<file path="src/sv/jsd_pkg.sv">
// Shared types, byte codes and mapping functions of the JSON string value decoder.
`default_nettype none

package jsd_pkg;

   // Result slots that one input byte can fill
   localparam int MAX_RESULTS = 5;
   localparam int COUNT_W     = $clog2(MAX_RESULTS + 1);
   localparam int SIZE_W      = 9;

   localparam logic [SIZE_W-1:0] OUT_SIZE_RESET = SIZE_W'(32);

   // Outcome codes
   localparam logic [1:0] STATUS_CLOSED   = 2'd0;
   localparam logic [1:0] STATUS_UNCLOSED = 2'd1;
   localparam logic [1:0] STATUS_FAIL     = 2'd2;

   // Byte codes of the syntax
   localparam logic [7:0] BYTE_NUL    = 8'h00;
   localparam logic [7:0] CH_QUOTE    = 8'h22;
   localparam logic [7:0] CH_BSLASH   = 8'h5c;
   localparam logic [7:0] CH_ESC_U    = 8'h75;
   localparam logic [7:0] CH_ESC_N    = 8'h6e;
   localparam logic [7:0] CH_ESC_R    = 8'h72;
   localparam logic [7:0] CH_ESC_T    = 8'h74;
   localparam logic [7:0] BYTE_LEAD   = 8'hc3;
   localparam logic [7:0] ASCII_LIMIT = 8'h80;

   // Latin-1 letters that are spelt out as two letters
   localparam logic [7:0] LAT_A_UML  = 8'he4;
   localparam logic [7:0] LAT_O_UML  = 8'hf6;
   localparam logic [7:0] LAT_U_UML  = 8'hfc;
   localparam logic [7:0] LAT_CA_UML = 8'hc4;
   localparam logic [7:0] LAT_CO_UML = 8'hd6;
   localparam logic [7:0] LAT_CU_UML = 8'hdc;
   localparam logic [7:0] LAT_SZ     = 8'hdf;

   typedef enum logic [2:0] {
      MODE_SEEK,
      MODE_STR,
      MODE_ESC,
      MODE_HEX,
      MODE_LEAD,
      MODE_DRAIN
   } mode_type;

   typedef struct packed {
      mode_type              mode;
      logic [1:0]            hex_count;
      logic [2:0][7:0]       hex_chars;
      logic [11:0]           hex_code;
      logic [SIZE_W-1:0]     stored_count;
   } state_type;

   typedef struct packed {
      logic [7:0] out_char;
      logic       char_valid;
      logic       done_res;
      logic [1:0] status;
   } result_type;

   // Results of one input byte, in delivery order from entry 0
   typedef struct packed {
      result_type [MAX_RESULTS-1:0] entry;
      logic [COUNT_W-1:0]           count;
   } batch_type;

   typedef struct packed {
      logic [1:0] n;
      logic [7:0] c0;
      logic [7:0] c1;
   } lat_type;

   typedef struct packed {
      logic       ok;
      logic [3:0] val;
   } hex_type;

   // Map a Latin-1 byte to zero, one or two printable characters
   function automatic lat_type latin1_map(input logic [7:0] c);
      lat_type r;
      r = '0;
      case (c)
         LAT_A_UML:  begin r.n = 2'd2; r.c0 = "a"; r.c1 = "e"; end
         LAT_O_UML:  begin r.n = 2'd2; r.c0 = "o"; r.c1 = "e"; end
         LAT_U_UML:  begin r.n = 2'd2; r.c0 = "u"; r.c1 = "e"; end
         LAT_CA_UML: begin r.n = 2'd2; r.c0 = "A"; r.c1 = "e"; end
         LAT_CO_UML: begin r.n = 2'd2; r.c0 = "O"; r.c1 = "e"; end
         LAT_CU_UML: begin r.n = 2'd2; r.c0 = "U"; r.c1 = "e"; end
         LAT_SZ:     begin r.n = 2'd2; r.c0 = "s"; r.c1 = "s"; end
         default: begin
            if (c inside {[8'd32:8'd126]}) begin
               r.n  = 2'd1;
               r.c0 = c;
            end
         end
      endcase
      return r;
   endfunction

   // Decode one hex digit
   function automatic hex_type hex_decode(input logic [7:0] c);
      hex_type r;
      r = '0;
      if (c inside {[8'h30:8'h39]}) begin
         r.ok  = 1'b1;
         r.val = 4'(c - 8'h30);
      end else if (c inside {[8'h61:8'h66]}) begin
         r.ok  = 1'b1;
         r.val = 4'(c - 8'h57);
      end else if (c inside {[8'h41:8'h46]}) begin
         r.ok  = 1'b1;
         r.val = 4'(c - 8'h37);
      end
      return r;
   endfunction

endpackage

`default_nettype wire

</file>
<file path="src/sv/jsd_decode.sv">
// Combinational decode of one byte: next state and the ordered batch of results.
`default_nettype none

module jsd_decode
   import jsd_pkg::*;
(
   input  wire state_type         st,
   input  wire logic [7:0]        in_byte,
   input  wire logic [SIZE_W-1:0] out_size,
   output state_type              st_next,
   output batch_type              batch
);

   always_comb begin
      logic [7:0]        pre [4];
      logic [2:0]        npre;
      logic [7:0]        suf0;
      logic [7:0]        suf1;
      logic [1:0]        nsuf;
      logic              done;
      logic [1:0]        dst;
      mode_type          sb_mode;
      logic [1:0]        sb_n;
      logic [7:0]        sb_c0;
      logic [7:0]        sb_c1;
      logic              sb_done;
      logic [1:0]        sb_status;
      lat_type           lat;
      hex_type           hx;
      logic [7:0]        cand [MAX_RESULTS];
      logic [2:0]        ncand;
      logic [2:0]        rel;
      logic [SIZE_W-1:0] cap;
      logic [SIZE_W-1:0] room;
      logic [2:0]        nkeep;

      // Ordinary string content, used by the string mode and after a bad hex escape
      sb_mode   = MODE_STR;
      sb_n      = 2'd0;
      sb_c0     = '0;
      sb_c1     = '0;
      sb_done   = 1'b0;
      sb_status = STATUS_CLOSED;
      lat       = latin1_map(in_byte);
      if (in_byte == BYTE_NUL) begin
         sb_done   = 1'b1;
         sb_status = STATUS_UNCLOSED;
         sb_mode   = MODE_SEEK;
      end else if (in_byte == CH_QUOTE) begin
         sb_done   = 1'b1;
         sb_status = STATUS_CLOSED;
         sb_mode   = MODE_DRAIN;
      end else if (in_byte == CH_BSLASH) begin
         sb_mode = MODE_ESC;
      end else if (in_byte == BYTE_LEAD) begin
         sb_mode = MODE_LEAD;
      end else if (in_byte < ASCII_LIMIT) begin
         sb_n  = 2'd1;
         sb_c0 = in_byte;
      end else begin
         sb_n  = lat.n;
         sb_c0 = lat.c0;
         sb_c1 = lat.c1;
      end

      // Per mode: replayed prefix, trailing characters, outcome and next state
      st_next = st;
      for (int i = 0; i < 4; i++) pre[i] = '0;
      npre = '0;
      suf0 = '0;
      suf1 = '0;
      nsuf = '0;
      done = 1'b0;
      dst  = STATUS_CLOSED;
      hx   = hex_decode(in_byte);
      case (st.mode)
         MODE_STR: begin
            suf0         = sb_c0;
            suf1         = sb_c1;
            nsuf         = sb_n;
            done         = sb_done;
            dst          = sb_status;
            st_next.mode = sb_mode;
         end
         MODE_ESC: begin
            if (in_byte == BYTE_NUL) begin
               suf0         = CH_BSLASH;
               nsuf         = 2'd1;
               done         = 1'b1;
               dst          = STATUS_UNCLOSED;
               st_next.mode = MODE_SEEK;
            end else if (in_byte == CH_ESC_U) begin
               st_next.hex_count = '0;
               st_next.hex_code  = '0;
               st_next.mode      = MODE_HEX;
            end else begin
               st_next.mode = MODE_STR;
               if (in_byte != CH_ESC_N && in_byte != CH_ESC_R && in_byte != CH_ESC_T) begin
                  suf0 = in_byte;
                  nsuf = 2'd1;
               end
            end
         end
         MODE_HEX: begin
            if (in_byte == BYTE_NUL) begin
               // Replay 'u' and the digits taken so far, then report unclosed
               pre[0] = CH_ESC_U;
               pre[1] = st.hex_chars[0];
               pre[2] = st.hex_chars[1];
               pre[3] = st.hex_chars[2];
               npre   = 3'd1 + {1'b0, st.hex_count};
               done   = 1'b1;
               dst    = STATUS_UNCLOSED;
               st_next.mode      = MODE_SEEK;
               st_next.hex_count = '0;
               st_next.hex_code  = '0;
            end else if (!hx.ok) begin
               // Drop the escape, replay digits and treat the byte as content
               pre[0] = st.hex_chars[0];
               pre[1] = st.hex_chars[1];
               pre[2] = st.hex_chars[2];
               npre   = {1'b0, st.hex_count};
               suf0   = sb_c0;
               suf1   = sb_c1;
               nsuf   = sb_n;
               done   = sb_done;
               dst    = sb_status;
               st_next.mode      = sb_mode;
               st_next.hex_count = '0;
               st_next.hex_code  = '0;
            end else if (st.hex_count == 2'd3) begin
               st_next.mode      = MODE_STR;
               st_next.hex_count = '0;
               st_next.hex_code  = '0;
               if (st.hex_code[11:4] == '0) begin
                  lat  = latin1_map({st.hex_code[3:0], hx.val});
                  suf0 = lat.c0;
                  suf1 = lat.c1;
                  nsuf = lat.n;
               end
            end else begin
               st_next.hex_chars[st.hex_count] = in_byte;
               st_next.hex_count = st.hex_count + 2'd1;
               st_next.hex_code  = {st.hex_code[7:0], hx.val};
            end
         end
         MODE_LEAD: begin
            if (in_byte == BYTE_NUL) begin
               done         = 1'b1;
               dst          = STATUS_UNCLOSED;
               st_next.mode = MODE_SEEK;
            end else begin
               suf0         = lat.c0;
               suf1         = lat.c1;
               nsuf         = lat.n;
               st_next.mode = MODE_STR;
            end
         end
         MODE_DRAIN: begin
            if (in_byte == BYTE_NUL) st_next.mode = MODE_SEEK;
         end
         default: begin
            // Seek the opening quote
            if (in_byte == BYTE_NUL) begin
               done         = 1'b1;
               dst          = STATUS_FAIL;
               st_next.mode = MODE_SEEK;
            end else if (out_size == '0) begin
               done         = 1'b1;
               dst          = STATUS_FAIL;
               st_next.mode = MODE_DRAIN;
            end else if (in_byte == CH_QUOTE) begin
               st_next.stored_count = '0;
               st_next.hex_count    = '0;
               st_next.hex_code     = '0;
               st_next.mode         = MODE_STR;
            end
         end
      endcase

      // Line up candidate characters: replayed prefix, then trailing characters
      ncand = npre + {1'b0, nsuf};
      for (int i = 0; i < MAX_RESULTS; i++) begin
         rel = 3'(i) - npre;
         if (3'(i) < npre) cand[i] = pre[i % 4];
         else if (rel == 3'd0) cand[i] = suf0;
         else cand[i] = suf1;
      end

      // Keep the prefix that still fits the destination
      cap   = (out_size == '0) ? '0 : out_size - SIZE_W'(1);
      room  = (st.stored_count < cap) ? cap - st.stored_count : '0;
      nkeep = (room < {{(SIZE_W-3){1'b0}}, ncand}) ? room[2:0] : ncand;
      st_next.stored_count = st_next.stored_count + {{(SIZE_W-3){1'b0}}, nkeep};

      // Kept characters first, the outcome after them
      for (int i = 0; i < MAX_RESULTS; i++) begin
         batch.entry[i] = '0;
         if (3'(i) < nkeep) begin
            batch.entry[i].out_char   = cand[i];
            batch.entry[i].char_valid = 1'b1;
         end else if (3'(i) == nkeep && done) begin
            batch.entry[i].done_res = 1'b1;
            batch.entry[i].status   = dst;
         end
      end
      batch.count = COUNT_W'(nkeep) + COUNT_W'(done);
   end

endmodule

`default_nettype wire

</file>
<file path="src/sv/jsd_result_queue.sv">
// Result register: holds the batch of one byte and hands it out one result per cycle while the receiver is ready.
`default_nettype none

module jsd_result_queue
   import jsd_pkg::*;
(
   input  wire logic       clock,
   input  wire logic       reset,
   input  wire logic       load,
   input  wire batch_type  batch,
   output logic            free,
   output logic            rsp_valid,
   input  wire logic       rsp_ready,
   output logic [7:0]      rsp_out_char,
   output logic            rsp_char_valid,
   output logic            rsp_done_res,
   output logic [1:0]      rsp_status,
   output logic            rsp_last
);

   result_type         list_ff [MAX_RESULTS];
   logic [COUNT_W-1:0] count_ff;
   logic               pop;

   assign pop  = rsp_valid && rsp_ready;
   // Room for a new batch when empty, or once the final result leaves this cycle
   assign free = (count_ff == '0) || ((count_ff == COUNT_W'(1)) && rsp_ready);

   // Track the number of results still held
   always_ff @(posedge clock) begin
      if (reset) begin
         count_ff <= '0;
      end else if (load) begin
         count_ff <= batch.count;
      end else if (pop) begin
         count_ff <= count_ff - COUNT_W'(1);
      end
   end

   // Load a batch, or advance the remaining results towards the head
   always_ff @(posedge clock) begin
      if (load) begin
         for (int i = 0; i < MAX_RESULTS; i++) list_ff[i] <= batch.entry[i];
      end else if (pop) begin
         for (int i = 0; i < MAX_RESULTS - 1; i++) list_ff[i] <= list_ff[i+1];
      end
   end

   assign rsp_valid      = (count_ff != '0);
   assign rsp_out_char   = list_ff[0].out_char;
   assign rsp_char_valid = list_ff[0].char_valid;
   assign rsp_done_res   = list_ff[0].done_res;
   assign rsp_status     = list_ff[0].status;
   assign rsp_last       = (count_ff == COUNT_W'(1));

endmodule

`default_nettype wire

</file>
<file path="src/sv/json_string_value_decoder_top.sv">
// Top level of the JSON string value decoder: input register, decode state and result register.
//
// Usage: text bytes that follow a key's colon arrive on the req_ channel, one byte per
// request; a zero byte ends the text. Decoded characters and the string outcome leave on
// the rsp_ channel, one result per handshake, with rsp_last on the final result of a byte.
// A byte may give no result at all (skipped or dropped bytes) or up to five results.
// The destination size is written through the csr_ channel, which is always ready, and
// must only be changed while the block is idle; it resets to 32.
// An accepted byte waits in the input register, is decoded combinationally and has its
// results loaded into the result register, whose head drives the rsp_ ports.
// Throughput: one byte per cycle while each byte gives at most one result and the receiver
// is ready; a byte with several results occupies the result register until all are taken,
// while the input register holds the next byte; the one-result-per-cycle output sets the rate.
// Reset (synchronous, active high) empties both registers and returns the decoder to the
// search for an opening quote with an empty destination.
// When the receiver stalls, the current result is held unchanged; bytes that give no
// result still pass, and once a byte with results waits in the input register req_ready
// drops until room frees up.
`default_nettype none

module json_string_value_decoder_top
   import jsd_pkg::*;
(
   input  wire logic              clock,
   input  wire logic              reset,
   input  wire logic              csr_valid,
   output logic                   csr_ready,
   input  wire logic [SIZE_W-1:0] csr_out_size,
   input  wire logic              req_valid,
   output logic                   req_ready,
   input  wire logic [7:0]        req_in_byte,
   output logic                   rsp_valid,
   input  wire logic              rsp_ready,
   output logic [7:0]             rsp_out_char,
   output logic                   rsp_char_valid,
   output logic                   rsp_done_res,
   output logic [1:0]             rsp_status,
   output logic                   rsp_last
);

   logic [SIZE_W-1:0] out_size_ff;
   logic              in_valid_ff;
   logic [7:0]        in_byte_ff;
   state_type         state_ff;
   state_type         state_in;
   batch_type         batch;
   logic              free;
   logic              advance;

   // Destination size register
   assign csr_ready = 1'b1;
   always_ff @(posedge clock) begin
      if (reset) begin
         out_size_ff <= OUT_SIZE_RESET;
      end else if (csr_valid && csr_ready) begin
         out_size_ff <= csr_out_size;
      end
   end

   // Move the held byte on when its results fit, or when it gives none
   assign advance   = in_valid_ff && (free || (batch.count == '0));
   assign req_ready = !in_valid_ff || advance;

   // Input register
   always_ff @(posedge clock) begin
      if (reset) begin
         in_valid_ff <= 1'b0;
      end else if (req_valid && req_ready) begin
         in_valid_ff <= 1'b1;
      end else if (advance) begin
         in_valid_ff <= 1'b0;
      end
   end

   always_ff @(posedge clock) begin
      if (req_valid && req_ready) in_byte_ff <= req_in_byte;
   end

   // Decoder state
   always_ff @(posedge clock) begin
      if (reset) begin
         state_ff.mode         <= MODE_SEEK;
         state_ff.hex_count    <= '0;
         state_ff.hex_chars    <= '0;
         state_ff.hex_code     <= '0;
         state_ff.stored_count <= '0;
      end else if (advance) begin
         state_ff <= state_in;
      end
   end

   jsd_decode u_decode (
      .st       (state_ff),
      .in_byte  (in_byte_ff),
      .out_size (out_size_ff),
      .st_next  (state_in),
      .batch    (batch)
   );

   jsd_result_queue u_queue (
      .clock          (clock),
      .reset          (reset),
      .load           (advance && (batch.count != '0)),
      .batch          (batch),
      .free           (free),
      .rsp_valid      (rsp_valid),
      .rsp_ready      (rsp_ready),
      .rsp_out_char   (rsp_out_char),
      .rsp_char_valid (rsp_char_valid),
      .rsp_done_res   (rsp_done_res),
      .rsp_status     (rsp_status),
      .rsp_last       (rsp_last)
   );

endmodule

`default_nettype wire

</file>
<file path="config.mk">
export PLATFORM = sky130hd
export DESIGN_NAME = json_string_value_decoder_top
export DESIGN_NICKNAME = d
export VERILOG_FILES = /design/src/sv/jsd_pkg.sv /design/src/sv/jsd_decode.sv /design/src/sv/jsd_result_queue.sv /design/src/sv/json_string_value_decoder_top.sv
export SDC_FILE = /design/constraint.sdc
export NUM_CORES = 1
export LEC_CHECK = 0
export ABC_AREA = 1
export BUFFER_PORTS_ARGS = -buffer_cell sky130_fd_sc_hd__buf_2
export CORE_UTILIZATION = 30
export DETAILED_ROUTE_END_ITERATION = 12
export PLACE_DENSITY_LB_ADDON = 0.25
export RECOVER_POWER = 50
export SYNTH_ARGS = -nofsm -noshare
export SYNTH_HDL_FRONTEND = slang
export SYNTH_SLANG_ARGS = --single-unit
</file>
<file path="constraint.sdc">
create_clock -name clock -period 18.35 [get_ports clock]
set_input_delay 1.835 -clock clock [delete_from_list [all_inputs] [get_ports clock]]
set_output_delay 1.835 -clock clock [all_outputs]
set_load 0.02 [all_outputs]
</file>
== After elaboration in Yosys (flattened, before gate mapping) ==
Memory sizes are Yosys's and may differ from the RTL's.
Index checks and enable logic that the tools add are counted.
Cells by class
  eq/ne operators: 38
  mux-type cells: 144
  bitwise operators: 7
  add/subtract/negate cells: 16
  reductions and logical operators: 48
  $lt $le $gt $ge: 25
Operators with widths (count)
  2-to-1 mux 8 bit: 33
  case mux 10 bit (7 select lines): 2
  == test 8 bit (second input constant): 15
  2-to-1 mux 12 bit: 9
  2-to-1 mux 9 bit: 10
  2-to-1 mux 3 bit: 24
  2-to-1 mux 21 bit: 3
  2-to-1 mux 24 bit: 2
  2-to-1 mux 2 bit: 22
  case mux 12 bit (3 select lines): 1
  <= comparator 8 x 7 -> 1 bit (second input constant): 4
  2-to-1 mux 32 bit: 1
  case mux 8 bit (4 select lines): 1
  2-to-1 mux 5 bit: 6
  case mux 7 bit (2 select lines): 2
  bitwise mux 24 bit: 1
  >= comparator 8 x 6 -> 1 bit (second input constant): 3
  logical NOT 3 bit: 8
  inequality test 8 x 7 -> 1 bit (second input constant): 3
  case mux 8 bit (3 select lines): 1
  logical AND 1 bit: 18
  2-to-1 mux 1 bit: 18
  demux 8 bit (select 2 bit): 1
  == test 8 x 7 -> 1 bit (second input constant): 2
  56 further kinds: 88
Storage, ports and cells
  memories kept: 1
  memory bits (writable): 60
  logic and storage cells: 290
  output and inout port bits: 16
  register bits after elaboration: 71
Memory list
  u_queue.list_ff: depth 5, width 12, rd ports 5, clocked after memory_dff 0, write ports 5, RTL line jsd_result_queue.sv:21  | result_type list_ff [MAX_RESULTS];

== Logic depth before layout (Yosys ltp) ==
Gate-level depths: netlist of the first run.
  depth after elaboration: 25
  depth in mapped cells: 40

== Hierarchy ==
A second synthesis of the first run with hierarchy kept.
Second synthesis, totals
  cells, all modules: 1542
  area, all modules: 10232.3 sq um
Modules (own cells, without submodules)
  jsd_decode: cells an instance 891, area an instance 4543.1 sq um, times used 1
  json_string_value_decoder_top: cells an instance 389, area an instance 2899.0 sq um, times used 1
  jsd_result_queue: cells an instance 262, area an instance 2790.2 sq um, times used 1

== Worst setup path after synthesis of the first run ==
No wires, ideal clock.
  path type: flip-flop to output port
  from: register in_byte_ff[0]
  to: output req_ready
  cell stages (with the launch flop): 32
  slack: 11625 ps
  arrival: 4890 ps
  path buffers: 0
  cells stage by stage: edfxtp_1 > inv_1 > ha_1 > inv_1 > o21ai_1 > o21ai_2 > nand3_1 > nand2_1 > nand2_1 > nor2_1 > nand3_1 > nand3_1 > nand2_1 > nand2_1 > nand2_1 > nand2_1 > inv_1 > fa_1 > xnor2_2 > ha_1 > nand2_1 > nand3b_1 > nand3_2 > inv_1 > o21ai_0 > ha_1 > inv_1 > nand3_1 > nand2_1 > nor2_1 > nand2_4 > nand3_1
Between the ends
  longest elaborated chain between the ends: 22
  elaborated cells on any way between the ends: 82
  classes of those cells: 5 x add/sub; 12 x order compare; 21 x eq/ne; 32 x mux; 12 x reduce/logical
RTL lines
  start: declaration: RTL line json_string_value_decoder_top.sv:43  | logic [7:0] in_byte_ff;
  start signal: assignment: RTL line json_string_value_decoder_top.sv:76  | if (req_valid && req_ready) in_byte_ff <= req_in_byte;
  >= comparator 8 x 7 -> 1 bit or <= comparator 8 x 7 -> 1 bit (tied branches): RTL line jsd_pkg.sv:111  | end else if (c inside {[8'h41:8'h46]}) begin
  logical AND 1 bit: RTL line jsd_pkg.sv:111
  2-to-1 mux 5 bit: RTL line jsd_pkg.sv:111
  2-to-1 mux 5 bit: RTL line jsd_pkg.sv:108  | end else if (c inside {[8'h61:8'h66]}) begin
  2-to-1 mux 5 bit: RTL line jsd_pkg.sv:105  | if (c inside {[8'h30:8'h39]}) begin
  >= comparator 8 x 6 -> 1 bit or <= comparator 8 x 7 -> 1 bit (tied branches): RTL line jsd_pkg.sv:92  | if (c inside {[8'd32:8'd126]}) begin
  logical AND 1 bit: RTL line jsd_pkg.sv:92
  2-to-1 mux 9 bit: RTL line jsd_pkg.sv:92
  [6 not listed]
  adder 3 x 2 -> 3 bit: RTL line jsd_decode.sv:182  | ncand = npre + {1'b0, nsuf};
  less-than comparator 9 x 3 -> 1 bit: RTL line jsd_decode.sv:193  | nkeep = (room < {{(SIZE_W-3){1'b0}}, ncand}) ? room[2:0] : ncand;
  2-to-1 mux 3 bit: RTL line jsd_decode.sv:193
  adder 3 x 1 -> 3 bit (*): RTL line jsd_decode.sv:207  | batch.count = COUNT_W'(nkeep) + COUNT_W'(done);
  logical NOT 3 bit (*): RTL line json_string_value_decoder_top.sv:61  | assign advance = in_valid_ff && (free || (batch.count == '0));
  logical OR 1 bit (*): RTL line json_string_value_decoder_top.sv:61
  logical AND 1 bit (*): RTL line json_string_value_decoder_top.sv:61
  logical OR 1 bit (*): RTL line json_string_value_decoder_top.sv:62  | assign req_ready = !in_valid_ff || advance;
  end: declaration: RTL line json_string_value_decoder_top.sv:30  | output logic req_ready,
Mark *: on every way between the ends. The rest lies on a longest branch, timed or not.

== Worst setup path in the final report of the first run ==
Ends and elaborated chain as after synthesis.

==> impl_metrics.ini, run 1 <==
[grt]
grt_pass1_wl_um = 43200
antenna_found_initial = 0
grt_use_total_pct = 18.1
gr-total-overflow = 0
grt_pass1_vias = 7963
grt_start_max_net_pins = 51

[synthesis]
synth_flop_cell = edfxtp_1
syn_nets = 1347
mappedNetlistArea_um2 = 8980
netlist_instances = 1289
synth_cell_type_count = 55
ys_seq_area_share_pct = 36.8
syn_avg_cell_area_um2 = 6.97
yosys-top-cells-area = edfxtp_1 23%, nand2_1 14%, dfxtp_1 14%
synth_seq_cells = 131
yosys.area.top_type_share_pct = 22.7
async_flop_share_pct = 0
synth.largest_area_cell = edfxtp_1
ys_warn_count = 0
synth_edf_count = 68

[setup_path]
regToRegSetupSlack_ps = 9740
slowest_delay_ps = 700
worstSetupStartpointType = flop
required_ps = 16510
critical_path_class = flop to output port
cp.depth = 29
critPathTopFamily = simple AND/OR/NAND/NOR gates
r2r-start = in_byte_ff[0]$_DFFE_PP_
worst_ep_arrival_time_ps = 7730
critPathCapture = req_ready
startpoint = in_byte_ff[0]$_DFFE_PP_
path_buf_inv = 7
worst-r2r-cell-count = 28
worst-path-max-fanout = 13
rr_endpoint = u_queue.list_ff[2][9]$_DFFE_PP_
slowest_stage = nor2_1
endpoint_kind = output port
path_common_cell = inv_1

[sta]
worst_slew_pin_slew_ps = 1130
whs_ps = 458
setup_viol = 0
tns_ps = 0
fmax_ghz = 0.105
relSlewSlack_pct = 23.7
final_max_slew_viol_count = 0
finalCritPeriodShare_pct = 52.1
finalHoldViolations = 0
period_minus_slack_ps = 9560
rsz0062_at_grt = no
skew_ps = 12.8
layout_setup_ws_ps = 8790

[clock_network]
cts_tree = yes
root_buffer = clkbuf_16
h-tree-depth = 4
clkSinkCount = 131
clkTransAtPathRegs_ps = 60
numCtsBuffers = 17
post-cts-setup-buffer-count = 0
clockBufferDepth = 2
clk_latency_ps = 430
cts_resized = 0
ctsHoldBuffers = 0

[placed_design]
dp.cells = 1680
numPortBuffers = 36
gp_congestion = 0.938
dp_hpwl_um = 20400
pre_cts_slack_ps = 10280

[route]
wire_per_inst_um = 15.7
ant_nets = 0
drc = 0
drt_iter0_drc = 681
drt_first_pass_iters = 6
vias = 8407
wl_um = 26900
viasPerCell = 4.91

[power_and_ir_drop]
p_switching_mw = 0.399
p_comb_share_pct = 29.5
finalPower_mw = 1.07
power_frac_clock_pct = 31.2
swShare_pct = 37.3
p_int_mw = 0.671
seq_power_share_pct = 39.4
vdd_ir_drop_max_mv = 0.0608
p_per_area_nw_per_um2 = 108
power.leakage_nw = 4.35

[die]
die_area_um2 = 30600
core_region_area_um2 = 29100
die_y_um = 175
num_rows = 62
ios = 38
die_x_um = 175
start_util_pct = 30.9

[outcome]
status = finished, final reports clean

[layout]
layout-area-overhead-vs-synth_pct = 10.5
antenna_cells = 0
drive_gt1_share_pct = 7.98
nets = 1373
fillerInstances = 3181
final_cells = 1712

[run]
cap_violations = 0

[hold_path]
holdCritPathClass = flop to flop
==> layout by cell type, fill, tap and decap left out, drive strengths merged, types with 3 or more instances in the layout <==
cell    instances
clkbuf         33
nor2          179
nand3          76
a31oi           8
nor4            9
inv           185
nand4          18
nand3b          3
o221ai          4
edfxtp         68
o22ai          15
o31ai           3
ha             33
o211ai          3
clkinv         12
xor2            9
buf            24
nor3           17
a22oi          13
dfxtp          63
fa              3
xnor2           8
or2             4
o21bai          3
a21oi          64
o21ai          98
nand2         358
==> power by group through the flow <==
stage / logic (mW) / registers (mW) / clock network, mW
after floorplan: 0.248 / 0.437 / 0
after global placement: 0.335 / 0.427 / 0
after detailed placement: 0.335 / 0.428 / 0
after CTS: 0.336 / 0.422 / 0.340
after global routing: 0.361 / 0.429 / 0.352
final: 0.315 / 0.421 / 0.333
==> worst reg2reg max path, delay by kind of cell (launching register included) <==
kind / cells / cell delay, ps
flip-flops: 1 / 520
buffers and inverters: 5 / 590
AND/OR/NAND/NOR: 12 / 3590
AO/OA/AOI/OAI: 5 / 1840
XOR/XNOR: 1 / 170
adder cells (fa/ha/maj): 5 / 1470
==> cells in the mapped netlist, types with 9 or more instances <==
master    instances
a21oi_1          63
edfxtp_1         68
buf_2            13
o22ai_1          14
clkbuf_1         10
nor2_1          168
nand2_2          10
ha_1             33
nand3_1          70
o21ai_1          26
inv_2            19
inv_1           161
xor2_1            9
a22oi_1          13
nor3_1           14
o21ai_0          70
nand2_1         344
nand4_1          15
nor4_1            9
dfxtp_1          63
==> worst min path at each step <==
stage,startpoint,endpoint,cells after the start
6_report,state_ff[36]$_SDFFE_PP0P_,state_ff[36]$_SDFFE_PP0P_,2
5_1_grt,state_ff[28]$_SDFFE_PP0P_,state_ff[28]$_SDFFE_PP0P_,2
4_1_cts,state_ff[36]$_SDFFE_PP0P_,state_ff[36]$_SDFFE_PP0P_,2
3_5_place_dp,state_ff[36]$_SDFFE_PP0P_,state_ff[36]$_SDFFE_PP0P_,2
3_3_place_gp,state_ff[36]$_SDFFE_PP0P_,state_ff[36]$_SDFFE_PP0P_,2
2_1_floorplan,state_ff[28]$_SDFFE_PP0P_,state_ff[28]$_SDFFE_PP0P_,2
==> stage by stage <==
stage | util, % | area [um2]
5_1_grt | 34.1 | 9920
3_5_place_dp | 32.6 | 9480
6_report | 34.1 | 9920
2_1_floorplan | - | 8980
3_3_place_gp | 32.6 | 9480
4_1_cts | 34.5 | 10000
==> routing by layer <==
| metal | track usage (%) | vias up | part of all wire, % |
|---|---|---|---|
| met5 | 0 | - | 0 |
| met4 | 6.01 | 0 | 2.4 |
| met3 | 2.98 | 43 | 4.7 |
| met2 | 29.8 | 201 | 46 |
| met1 | 23.9 | 3891 | 47 |
| li1 | - | 4272 | - |
==> cell families (layout without fill, tap and decap cells) <==
logic type      after synthesis  in the layout  share of synthesized area, %
xor+xnor                     17             17                          1.74
simple gates                666            666                          32.4
fa+ha+maj                    36             36                          5.27
other cells                   1              1                        0.0418
flops                       131            131                          36.8
compound gates              221            221                          14.0
buf+inv                     217            256                          9.82
==> state kept, by name, summed over array words and instances, names as in the netlist <==
signal,count
state_ff,50
in_byte_ff,8
u_queue.count_ff,3
u_queue.list_ff,60
out_size_ff,9
in_valid_ff,1
==> layout make-up <==
type / instances / area [um2] / share of cell area (%)
inverter: 185 / 697 / 7.02
multi-input combinational: 941 / 4700 / 47.4
timing repair buffer: 39 / 184 / 1.85
clock inverter: 14 / 129 / 1.30
clock buffer: 18 / 429 / 4.32
sequential: 131 / 3300 / 33.3
tap: 384 / 480 / 4.84
Power figures use the tool's default switching activity.
==> run 2: changes to the inputs <==
- clock period: 18.35 -> 8 ns (I/O delays scaled with it)
==> impl_metrics.ini, run 2 (synthesis results as in run 1) <==
[outcome]
status = finished, final reports clean

[placed_design]
numPortBuffers = 36
gp_congestion = 0.948
dp_hpwl_um = 20100
dpl_cell_area_um2 = 9500

[setup_path]
slowest_stage = edfxtp_1
worst_ep_arrival_time_ps = 6340
slowest_delay_ps = 570
startpoint = in_byte_ff[1]$_DFFE_PP_
r2r-start = in_byte_ff[1]$_DFFE_PP_
worst-path-max-fanout = 13
endpoint_kind = output port
required_ps = 7200
path_common_cell = inv_1
critical_path_class = flop to output port
regToRegSetupSlack_ps = 990
worstSetupStartpointType = flop

[sta]
period_minus_slack_ps = 7140
rsz0062_at_grt = no
setup_viol = 0
worst_slew_pin_slew_ps = 998
skew_ps = 14.1
finalCritPeriodShare_pct = 89.2
finalHoldViolations = 0
relSlewSlack_pct = 32.7
final_max_slew_viol_count = 0
tns_ps = 0
fmax_ghz = 0.140

[die]
core_region_area_um2 = 29100
num_rows = 62
die_x_um = 175
ios = 38
start_util_pct = 30.9
die_y_um = 175
die_area_um2 = 30600

[layout]
final_area_um2 = 10000
final_common_cell = nand2_1
fillerInstances = 3180
antenna_cells = 0
largest_reg_flops = 60
top_register = u_queue.list_ff
top_regs = u_queue.list_ff: 60 flops, state_ff: 50 flops, out_size_ff: 9 flops
drive_gt1_share_pct = 8.79
nets = 1376
layout-area-overhead-vs-synth_pct = 11.6
mostFrequentLayoutCells = 344 x nand2_1, 168 x nor2_1, 161 x inv_1

[route]
drc = 0
vias = 8400
wl_um = 26200
wire_per_inst_um = 15.2
ant_nets = 0
drt_iter0_drc = 650
viasPerCell = 4.90
drt_first_pass_iters = 6

[clock_network]
clkSinkCount = 131
post-cts-setup-buffer-count = 0
cts_tree = yes
h-tree-depth = 4
root_buffer = clkbuf_16
clk_latency_ps = 430
clockBufferDepth = 2
clkTransAtPathRegs_ps = 60
cts_resized = 0
numCtsBuffers = 17
ctsHoldBuffers = 0

[run]
cap_violations = 0

[power_and_ir_drop]
power.leakage_nw = 4.39
finalPower_mw = 2.52
vdd_ir_drop_max_mv = 0.115
p_per_area_nw_per_um2 = 252

[grt]
antenna_found_initial = 0
grt_start_max_net_pins = 49
grt_pass1_vias = 7932
gr-total-overflow = 0
grt_pass1_wl_um = 42000
grt_use_total_pct = 17.5

[hold_path]
hp-start = state_ff[28]$_SDFFE_PP0P_
holdCritPathClass = flop to flop
## run 2: changes by cell type in the layout (fill, tap and decap cells not counted), moves of 2 or more
cell,change
buf_4,+3
clkinv_1,-2
inv_8,+2
nand2_1,-2
nor2_1,-2
nor2_2,+2
o21ai_0,-2
## run 2: per-layer routing
layer	vias up	track usage, %	share of wire [%]
li1	4273	-	-
met1	3845	22.8	46
met2	243	28.6	46
met3	39	3.55	5.7
met4	0	6.12	2.5
met5	-	0	0
## run 2: stage by stage
step / hold slack, ps / cells / util (%) / worst slack [ps]
floorplan: 433 / 1289 / - / 1730
global placement: 446 / 1683 / 32.7 / 1430
detailed placement: 452 / 1683 / 32.7 / 1220
CTS: 460 / 1715 / 34.7 / 774
global route: 487 / 1715 / 34.4 / 131
finish: 455 / 1715 / 34.4 / 864
## run 2: final timing paths
check                                    end  depth (start not counted)
max reg2reg  u_queue.list_ff[3][3]$_DFFE_PP_                         30
min reg2reg        state_ff[28]$_SDFFE_PP0P_                          2
max                                req_ready                         30
min                state_ff[28]$_SDFFE_PP0P_                          2
## run 2: cell type report
cell class / count / area, um2 / share of cell area (%)
multi-input combinational: 941 / 4740 / 47.3
sequential: 131 / 3300 / 33.0
inverter: 185 / 697 / 6.96
tap: 384 / 480 / 4.80
clock buffer: 18 / 429 / 4.28
timing repair buffer: 42 / 206 / 2.06
clock inverter: 14 / 168 / 1.67
## run 2: power breakdown
| part | internal [mW] | total (mW) | leakage [nW] | switching [mW] |
|---|---|---|---|---|
| Combinational | 0.205 | 0.742 | 2.94 | 0.537 |
| Clock | 0.470 | 0.814 | 0.293 | 0.343 |
| Sequential | 0.911 | 0.965 | 1.16 | 0.0546 |
| Total | 1.59 | 2.52 | 4.39 | 0.935 |
## run 2: critical path, delay by kind of cell, from the launching register on
kind / cells / cell delay (ps)
compound gates: 5 / 1230
xor+xnor: 1 / 170
fa+ha+maj: 5 / 1430
buf+inv: 8 / 950
flops: 1 / 570
simple gates: 11 / 1540
